**config.mk**
```make
export PLATFORM = sky130hd
export DESIGN_NAME = partial_assignment_feasibility_check
export DESIGN_NICKNAME = d
export VERILOG_FILES = /design/src/pafc_pkg.sv /design/src/partial_assignment_feasibility_check.sv
export SDC_FILE = /design/constraint.sdc
export NUM_CORES = 2
export LEC_CHECK = 0
export BUFFER_PORTS_ARGS = -buffer_cell sky130_fd_sc_hd__buf_2
export CAP_MARGIN = 20
export CORE_MARGIN = 3
export CORE_UTILIZATION = 60
export DETAILED_ROUTE_END_ITERATION = 8
export PLACE_DENSITY_LB_ADDON = 0.08
export SYNTH_ARGS = -nofsm -noshare
export SYNTH_HDL_FRONTEND = slang
export SYNTH_SLANG_ARGS = --single-unit
```
**constraint.sdc**
```tcl
create_clock -name clk -period 20.2 [get_ports clk]
set_clock_uncertainty 0.05 [all_clocks]
set_input_delay 1.01 -clock clk [delete_from_list [all_inputs] [get_ports clk]]
set_output_delay 1.01 -clock clk [all_outputs]
set_load 0.005 [all_outputs]
```
**src/pafc_pkg.sv**
```systemverilog
// ----------------------------------------------------------------------------
// pafc_pkg
// Shared widths, op codes and value-table codes for the partial assignment
// feasibility check.
// ----------------------------------------------------------------------------
package pafc_pkg;

  localparam int IDX_W   = 10;
  localparam int VAL_W   = 2;
  localparam int COEF_W  = 16;
  localparam int BOUND_W = 32;
  localparam int SUM_W   = 48;
  localparam int PROD_W  = COEF_W + VAL_W;

  typedef enum logic [0:0] {
    OP_WRITE = 1'b0,
    OP_TERM  = 1'b1
  } op_t;

  localparam logic [VAL_W-1:0] CODE_UNASSIGNED = 2'b11;

endpackage

```
**src/partial_assignment_feasibility_check.sv**
```systemverilog
// ----------------------------------------------------------------------------
// partial_assignment_feasibility_check
// Folds streamed constraint terms into minimum and maximum activity sums
// against a table of variable values and checks each constraint's bounds.
// ----------------------------------------------------------------------------
//  Channel | Direction | Handshake           | Payload
//  in_     | input     | in_valid / in_stall | op, var_index, var_value,
//          |           |                     | coefficient, bounds, last flags
//  out_    | output    | out_valid/out_stall | constraint_ok, all_feasible,
//          |           |                     | check_done
//
//  One beat is accepted per cycle while in_stall is low. A last term's
//  result is formed by the value table read into the term stage, then by
//  the accumulate and bound compare into the output register.
//  After reset the value table is swept to unassigned, one entry per cycle,
//  so in_stall stays high until the sweep is done.
//  A stalled result holds a last term in the term stage, which then stalls the input.
// ----------------------------------------------------------------------------
module partial_assignment_feasibility_check #(
  parameter int NUM_VARS = 1024
) (
  input  logic                                 clk,
  input  logic                                 rst_n,
  input  logic                                 in_valid,
  output logic                                 in_stall,
  input  logic                                 in_op,
  input  logic [pafc_pkg::IDX_W-1:0]           in_var_index,
  input  logic signed [pafc_pkg::VAL_W-1:0]    in_var_value,
  input  logic signed [pafc_pkg::COEF_W-1:0]   in_coefficient,
  input  logic signed [pafc_pkg::BOUND_W-1:0]  in_lower_bound,
  input  logic signed [pafc_pkg::BOUND_W-1:0]  in_upper_bound,
  input  logic                                 in_last_term,
  input  logic                                 in_last_constraint,
  output logic                                 out_valid,
  input  logic                                 out_stall,
  output logic                                 out_constraint_ok,
  output logic                                 out_all_feasible,
  output logic                                 out_check_done
);
  import pafc_pkg::*;

  localparam int AW = (NUM_VARS > 1) ? $clog2(NUM_VARS) : 1;
  localparam int XW = (AW > IDX_W) ? AW : IDX_W;
  localparam int RW = ((AW > IDX_W) ? AW : IDX_W) + 1;

  logic [VAL_W-1:0] mem [NUM_VARS];

  logic                    clr_busy_r;
  logic [AW-1:0]           clr_addr_r;
  logic                    in_acc;
  logic [XW-1:0]           idx_ext;
  logic [AW-1:0]           addr;
  logic                    in_range;

  logic                    s1_valid_r;
  logic                    s1_range_r;
  logic [VAL_W-1:0]        rd_r;
  logic signed [COEF_W-1:0]  s1_coef_r;
  logic signed [BOUND_W-1:0] s1_lb_r;
  logic signed [BOUND_W-1:0] s1_ub_r;
  logic                    s1_last_t_r;
  logic                    s1_last_c_r;
  logic                    s1_go;

  logic signed [SUM_W-1:0] min_sum_r;
  logic signed [SUM_W-1:0] max_sum_r;
  logic                    feas_r;
  logic                    out_valid_r;
  logic                    ok_r;
  logic                    all_r;
  logic                    done_r;

  logic [VAL_W-1:0]        code;
  logic signed [VAL_W-1:0] val_s;
  logic signed [PROD_W-1:0] prod;
  logic signed [SUM_W-1:0] d_min;
  logic signed [SUM_W-1:0] d_max;
  logic signed [SUM_W-1:0] min_nxt;
  logic signed [SUM_W-1:0] max_nxt;
  logic                    ok_nxt;
  logic                    all_nxt;

  assign idx_ext  = XW'(in_var_index);
  assign addr     = idx_ext[AW-1:0];
  assign in_range = (RW'(in_var_index) < RW'(NUM_VARS));

  assign s1_go    = s1_valid_r && (!s1_last_t_r || !out_valid_r || !out_stall);
  assign in_stall = clr_busy_r || (s1_valid_r && !s1_go);
  assign in_acc   = in_valid && !in_stall;

  always_ff @(posedge clk) begin
    if (clr_busy_r) begin
      mem[clr_addr_r] <= CODE_UNASSIGNED;
    end else if (in_acc && in_op == OP_WRITE && in_range) begin
      mem[addr] <= in_var_value;
    end
  end

  always_ff @(posedge clk) begin
    if (in_acc && in_op == OP_TERM && in_range) begin
      rd_r <= mem[addr];
    end
  end

  always_ff @(posedge clk) begin
    if (in_acc) begin
      s1_range_r  <= in_range;
      s1_coef_r   <= in_coefficient;
      s1_lb_r     <= in_lower_bound;
      s1_ub_r     <= in_upper_bound;
      s1_last_t_r <= in_last_term;
      s1_last_c_r <= in_last_constraint;
    end
  end

  always_comb begin
    code  = s1_range_r ? rd_r : CODE_UNASSIGNED;
    val_s = code;
    prod  = PROD_W'(s1_coef_r) * PROD_W'(val_s);
    if (code == CODE_UNASSIGNED) begin
      d_min = s1_coef_r[COEF_W-1] ? SUM_W'(s1_coef_r) : '0;
      d_max = s1_coef_r[COEF_W-1] ? '0 : SUM_W'(s1_coef_r);
    end else begin
      d_min = SUM_W'(prod);
      d_max = SUM_W'(prod);
    end
    min_nxt = min_sum_r + d_min;
    max_nxt = max_sum_r + d_max;
    ok_nxt  = !((min_nxt > SUM_W'(s1_ub_r)) || (SUM_W'(s1_lb_r) > max_nxt));
    all_nxt = feas_r && ok_nxt;
  end

  always_ff @(posedge clk) begin
    if (!rst_n) begin
      clr_busy_r  <= 1'b1;
      clr_addr_r  <= '0;
      s1_valid_r  <= 1'b0;
      min_sum_r   <= '0;
      max_sum_r   <= '0;
      feas_r      <= 1'b1;
      out_valid_r <= 1'b0;
    end else begin
      if (clr_busy_r) begin
        if (clr_addr_r == AW'(NUM_VARS - 1)) begin
          clr_busy_r <= 1'b0;
        end else begin
          clr_addr_r <= clr_addr_r + 1'b1;
        end
      end
      if (in_acc && in_op == OP_TERM) begin
        s1_valid_r <= 1'b1;
      end else if (s1_go) begin
        s1_valid_r <= 1'b0;
      end
      if (s1_go) begin
        if (s1_last_t_r) begin
          min_sum_r <= '0;
          max_sum_r <= '0;
          feas_r    <= s1_last_c_r ? 1'b1 : all_nxt;
        end else begin
          min_sum_r <= min_nxt;
          max_sum_r <= max_nxt;
        end
      end
      if (s1_go && s1_last_t_r) begin
        out_valid_r <= 1'b1;
      end else if (!out_stall) begin
        out_valid_r <= 1'b0;
      end
    end
  end

  always_ff @(posedge clk) begin
    if (s1_go && s1_last_t_r) begin
      ok_r   <= ok_nxt;
      all_r  <= all_nxt;
      done_r <= s1_last_c_r;
    end
  end

  assign out_valid         = out_valid_r;
  assign out_constraint_ok = ok_r;
  assign out_all_feasible  = all_r;
  assign out_check_done    = done_r;

endmodule

```
Yosys cells after proc, flatten, opt, wreduce, memory -nomap -nowiden

Memories as Yosys holds them, arrays and structs flattened. A register that Yosys moved wholly into a read port is not among the register bits.
Cells that the tools add are included.

Register bits: 195
Bits of input ports: 99
Word-level logic and storage cells: 69
Memories kept: 1
Memory bits (writable): 2048
Output and inout bits: 5

Memory list:

| name | words | bits a word | read ports | clocked after Yosys merged registers in | wr ports | RTL line                                   | source |
|---|---|---|---|---|---|---|---|
| mem  | 1024  | 2           | 1          | 1                                       | 1        | partial_assignment_feasibility_check.sv:46 | `logic [VAL_W-1:0] mem [NUM_VARS];` |

Add/subtract/negate cells: 3
$mul: 1
Bitwise operators: 2
Reduce and logical (&&, ||, !) cells: 21
Mux-type cells: 21
Magnitude comparators: 2
Equality and inequality tests: 3

Operators by type and width:

| cell                                                                     | count |
|---|---|
| 48-bit two-way mux                                                       | 5 |
| 48-bit adder                                                             | 2 |
| 32-bit by 48-bit > comparator with 1-bit output                          | 1 |
| 48-bit by 32-bit > comparator with 1-bit output                          | 1 |
| 16-bit by 2-bit multiplier with 18-bit output                            | 1 |
| 15-bit two-way mux                                                       | 1 |
| 1-bit two-way mux                                                        | 13 |
| 10-bit by 1-bit adder with 10-bit output (second input constant)         | 1 |
| 10-bit equality test (second input constant)                             | 1 |
| 10-bit two-way mux                                                       | 1 |
| 1-bit logical AND                                                        | 7 |
| 1-bit zero test                                                          | 6 |
| 1-bit logical OR                                                         | 4 |
| 2-bit AND reduction                                                      | 2 |
| 2-bit equality test (second input constant)                              | 1 |
| 2-bit two-way mux                                                        | 1 |
| 2-bit by 1-bit inequality test with 1-bit output (second input constant) | 1 |
| 1-bit inverter                                                           | 2 |
| 2-bit nonzero test                                                       | 1 |
| 2-bit OR reduction                                                       | 1 |

Depth between registers and ports, before layout

Depth after elaboration: 15
Gate-level depth with buffers: 39
Gate-level depth less buffers: 36

Worst setup path after synthesis

Ideal clock, no wire load.

Path type: input port to flip-flop
From: input out_stall
To: memory mem[0][0] (data pin)
Data arrival time: 13.553 ns
Data required time: 17.424 ns
Library setup time: 2.726 ns
Slack: 3.872 ns
Stages: 4
Path through: and4_1 > nor2_1 > nand2_1 > or3_1

Word-level cells in the longest chain between the ends: 14

Ends and longest elaborated chain:

| element                                 | RTL line                                   | source |
|---|---|---|
| start, declared                         | partial_assignment_feasibility_check.sv:35 | `input logic out_stall,` |
| 1-bit zero test                         | n/a                                        |  |
| 1-bit logical OR                        | partial_assignment_feasibility_check.sv:87 | `assign s1_go = s1_valid_r && (!s1_last_t_r \|\| !out_valid_r \|\| !out_stall);` |
| 1-bit logical AND                       | partial_assignment_feasibility_check.sv:87 |  |
| 1-bit zero test                         | partial_assignment_feasibility_check.sv:88 | `assign in_stall = clr_busy_r \|\| (s1_valid_r && !s1_go);` |
| 1-bit logical AND                       | partial_assignment_feasibility_check.sv:88 |  |
| 1-bit logical OR                        | partial_assignment_feasibility_check.sv:88 |  |
| 1-bit zero test                         | partial_assignment_feasibility_check.sv:89 | `assign in_acc = in_valid && !in_stall;` |
| 1-bit logical AND                       | partial_assignment_feasibility_check.sv:89 |  |
| 1-bit logical AND                       | partial_assignment_feasibility_check.sv:94 | `end else if (in_acc && in_op == OP_WRITE && in_range) begin` |
| 1-bit two-way mux                       | partial_assignment_feasibility_check.sv:94 |  |
| 1-bit two-way mux                       | partial_assignment_feasibility_check.sv:92 | `if (clr_busy_r) begin` |
| 1-bit two-way mux (not written as such) | partial_assignment_feasibility_check.sv:95 | `mem[addr] <= in_var_value;` |
| 2-bit OR reduction (no source line)     | n/a                                        |  |
| 2-bit two-way mux (no source line)      | n/a                                        |  |
| end, declared                           | partial_assignment_feasibility_check.sv:46 |  |

No other way between the ends.

Worst setup path in the final report

From: register rd_r[1] (read register of mem)
To: register all_r, in the netlist out_all_feasible (data pin)

Word-level cells in the longest chain between the ends: 7
Elaborated cells on any way between the ends: 11
Classes of those cells: 2 x add/sub; 1 x mul; 2 x order compare; 1 x eq/ne; 2 x mux; 3 x reduce/logical

Ends and longest elaborated chain:

| element                                                                                                                   | RTL line                                                                                 | source |
|---|---|---|
| start, declared                                                                                                           | partial_assignment_feasibility_check.sv:57                                               | `logic [VAL_W-1:0] rd_r;` |
| 16-bit by 2-bit multiplier with 18-bit output / 2-bit equality test (equally long branches)                               | partial_assignment_feasibility_check.sv:119, partial_assignment_feasibility_check.sv:120 |  |
| 48-bit two-way mux                                                                                                        | partial_assignment_feasibility_check.sv:120                                              | `if (code == CODE_UNASSIGNED) begin` |
| 48-bit adder, on equally long branches                                                                                    | partial_assignment_feasibility_check.sv:127, partial_assignment_feasibility_check.sv:128 |  |
| 48-bit by 32-bit > comparator with 1-bit output / 32-bit by 48-bit > comparator with 1-bit output (equally long branches) | partial_assignment_feasibility_check.sv:129                                              | `ok_nxt = !((min_nxt > SUM_W'(s1_ub_r)) \|\| (SUM_W'(s1_lb_r) > max_nxt));` |
| 1-bit logical OR *                                                                                                        | partial_assignment_feasibility_check.sv:129                                              |  |
| 1-bit zero test *                                                                                                         | partial_assignment_feasibility_check.sv:129                                              |  |
| named net ok_nxt                                                                                                          | partial_assignment_feasibility_check.sv:80                                               | `logic ok_nxt;` |
| 1-bit logical AND *                                                                                                       | partial_assignment_feasibility_check.sv:130                                              | `all_nxt = feas_r && ok_nxt;` |
| named net all_nxt                                                                                                         | partial_assignment_feasibility_check.sv:81                                               | `logic all_nxt;` |
| end signal, assigned                                                                                                      | partial_assignment_feasibility_check.sv:176                                              | `all_r <= all_nxt;` |
| end, declared                                                                                                             | partial_assignment_feasibility_check.sv:70                                               | `logic all_r;` |

The timed path passes the listed nets; every way through them passes the cells marked *.
A chain may end at the register's enable or synchronous reset.

==> run_results.csv <==
group,metric,value,unit
min_path,hold_path_depth,1,
timing,hold_violations,0,
placement,place_congestion,0.867,
job,drv_cap,0,
detailed_routing,dr_total_vias,56000,
final_layout,drive_above_1_share,18.1,%
clock_network,clkTransAtPathRegs,0.06,ns
critical_path,cp-end-kind,"flop",
detailed_routing,ant_nets,0,
synth,synth_edf_count,2135,
min_path,hold_path_class,"in2reg",
final_layout,area_growth,9.93,%
critical_path,arrival,9.91,ns
pwr,total_power,0.00934,W
detailed_routing,drt_iter0_drc,6895,
floorplan,die-area,169000,um^2
detailed_routing,post-route-drc-count,0,
floorplan,initial_utilization,60.5,%
critical_path,ff2ff_path_depth,33,
global_route,grt_usage,29.0,%
timing,period_needed,9.28,ns
global_route,grt_max_degree,242,
synth,syn_area_per_cell,15.9,um^2
global_route,grt_pass1_vias,56300,
global_route,grt_overflow,0,
clock_network,postCtsSetupRepairBufs,0,
critical_path,crit_buf_inv,1,
placement,io_buffers,103,
final_layout,nNetsFinal,6545,
synth,synth.distinct_cells,75,
synth,yosys_register_bits,2245,
floorplan,num_rows,148,
clock_network,cts_hold_buffers,0,
detailed_routing,wire_per_inst,28.4,um
synth,netlist_area,98700,um^2
timing,rsz0062_at_grt,"false",
critical_path,reg2reg_to,"out_all_feasible",
critical_path,critical-path-top-delay-family,"compound AO/OA/AOI/OAI gates",
synth,synthCells,6222,
final_layout,instances_no_fill,8581,
clock_network,clk_latency,0.86,ns
critical_path,critPathMaxFanout,16,
floorplan,dieHeight,411,um
timing,slew_headroom,20.4,%
critical_path,crit_top_cell,"ha_1",
timing,final-setup-viol-count,0,
critical_path,startpoint_type,"flop",
pwr,power.density,86.1,nW/um^2
critical_path,slowest_stage,"xor2_1",
placement,dp_cells,8171,
critical_path,reg2reg_from,"rd_r[1]",
final_layout,num-fill-cells,11100,
synth,ys_seq_area_share,67.2,%
critical_path,r2r_slack,10.92,ns
timing,finalCritPeriodShare,46.0,%
timing,slew_violations,0,
clock_network,cts_buffer_depth,3,
clock_network,cts_buffers,220,
synth,yosys_warnings,0,
critical_path,critPathKind,"reg2reg",
synth,async_flop_share,0,%
floorplan,die_width,411,um
placement,dp_hpwl,137000,um
detailed_routing,wl,244000,um
critical_path,worstPathRequired,20.83,ns
detailed_routing,dr.pass1.iters,6,
final_layout,layout_commonest_cell,"edfxtp_1",
placement,dp_slack,11.09,ns
clock_network,htreeDepth,4,
min_path,whs_endpoint,"s1_lb_r[1]",
detailed_routing,via_per_inst,6.52,
critical_path,max_stage_delay,0.65,ns
floorplan,core_region_area,163000,um^2
timing,fmax,0.108,GHz
global_route,antenna_found_initial,10,
timing,setup_ws,10.92,ns
timing,finalSetupTns,0,ns
timing,worstMarginPinSlew,1.19,ns
clock_network,cts_resized,0,
clock_network,cts_tree,"done",
min_path,min_from,"in_lower_bound[1]",
clock_network,cts.sinks,2245,
status,status,"finished clean",
pwr,ir_worst_vdd,0.000105,V
synth,ys.flop_type,"edfxtp_1",
synth,syn_nets,6545,
clock_network,root_buffer,"clkbuf_16",
pwr,leakage,39.5,nW
global_route,grt_pass1_wl,362000,um
floorplan,io_pins,104,
final_layout,layout_common_cells,"2135 x edfxtp_1, 1128 x nor2_1, 597 x mux4_2",
[area by class of cell]
cell class	count	area (um^2)	share of cell area [%]
clock inverters	127	1320	1.21
flip-flops and latches	2245	66300	61.1
well taps	2175	2720	2.51
diodes	6	15.0	0.0138
multi-input cells	3468	30300	28.0
clock buffers	273	5790	5.33
inverters	80	304	0.280
repair buffers	207	1680	1.55
[routing by layer]
metal	GRT usage, %	up-vias	wire length [um]	part of all wire, %
met3	4.55	459	21200	8.7
met1	41.8	28800	96800	40
met2	46.2	2525	117000	48
met5	0	-	0	0
met4	9.66	0	8530	3.5
li1	-	24100	-	-
[kinds of logic (layout without fill, tap and decap cells)]
family,after synthesis,count (layout),share of synthesized area (%)
xor gates and xnor gates,109,109,0.968
buffers and inverters,509,687,2.39
other,0,6,0
adders and majority gates,224,224,2.87
muxes,680,680,14.5
AOI/OAI and AO/OA,658,658,4.35
DFF,2245,2245,67.2
and+or+nand+nor,1797,1797,7.73
[synthesized netlist by cell type (all sizes together) (88+ instances only)]
library cell  number  share of area (%)
o21ai            121               0.61
buf              165                1.1
nand2            273                1.0
ha               220                2.8
dfxtp            110                2.2
a21oi            166               0.84
nor2            1129                4.3
clkbuf           264                1.0
mux4             597                 14
edfxtp          2135                 65
nand3             88               0.45
a21o             105               0.80
[power breakdown]
part	switching, W	internal [W]	total (W)	leakage (nW)
Combinational	0.000166	0.000107	0.000272	11.7
Sequential	0.00000138	0.00502	0.00502	24.3
Clock	0.00175	0.00230	0.00404	3.44
Total	0.00191	0.00742	0.00934	39.5
[worst max path at each step]
stage / start / to / slack (ns) / cells after the start
after floorplan: out_stall / mem[0][0] / 3.87 / 4
after global placement: rd_r[1] / out_all_feasible / 11.13 / 33
after detailed placement: rd_r[1] / out_all_feasible / 11.09 / 33
after CTS: rd_r[1] / out_all_feasible / 11.00 / 33
after global routing: rd_r[1] / out_all_feasible / 10.38 / 33
final: rd_r[1] / out_all_feasible / 10.92 / 33
[registers in the layout, indices dropped and copies added, names as in the netlist]
signal             cells
mem                 2048
max_sum_r             48
min_sum_r             48
s1_lb_r               32
s1_ub_r               32
s1_coef_r             16
clr_addr_r            10
rd_r                   2
clr_busy_r             1
feas_r                 1
out_all_feasible       1
out_check_done         1
out_constraint_ok      1
out_valid              1
s1_last_c_r            1
s1_last_t_r            1
s1_valid_r             1
[stage by stage]
step / cell area, um^2 / utilization (%) / hold slack (ns)
floorplan: 98700 / - / 0.376
global placement: 101000 / 61.9 / 0.389
detailed placement: 101000 / 62.0 / 0.389
CTS: 108000 / 66.4 / 0.237
global route: 108000 / 66.5 / 0.264
finish: 108000 / 66.5 / 0.301
(Power assumes the default switching activity.)
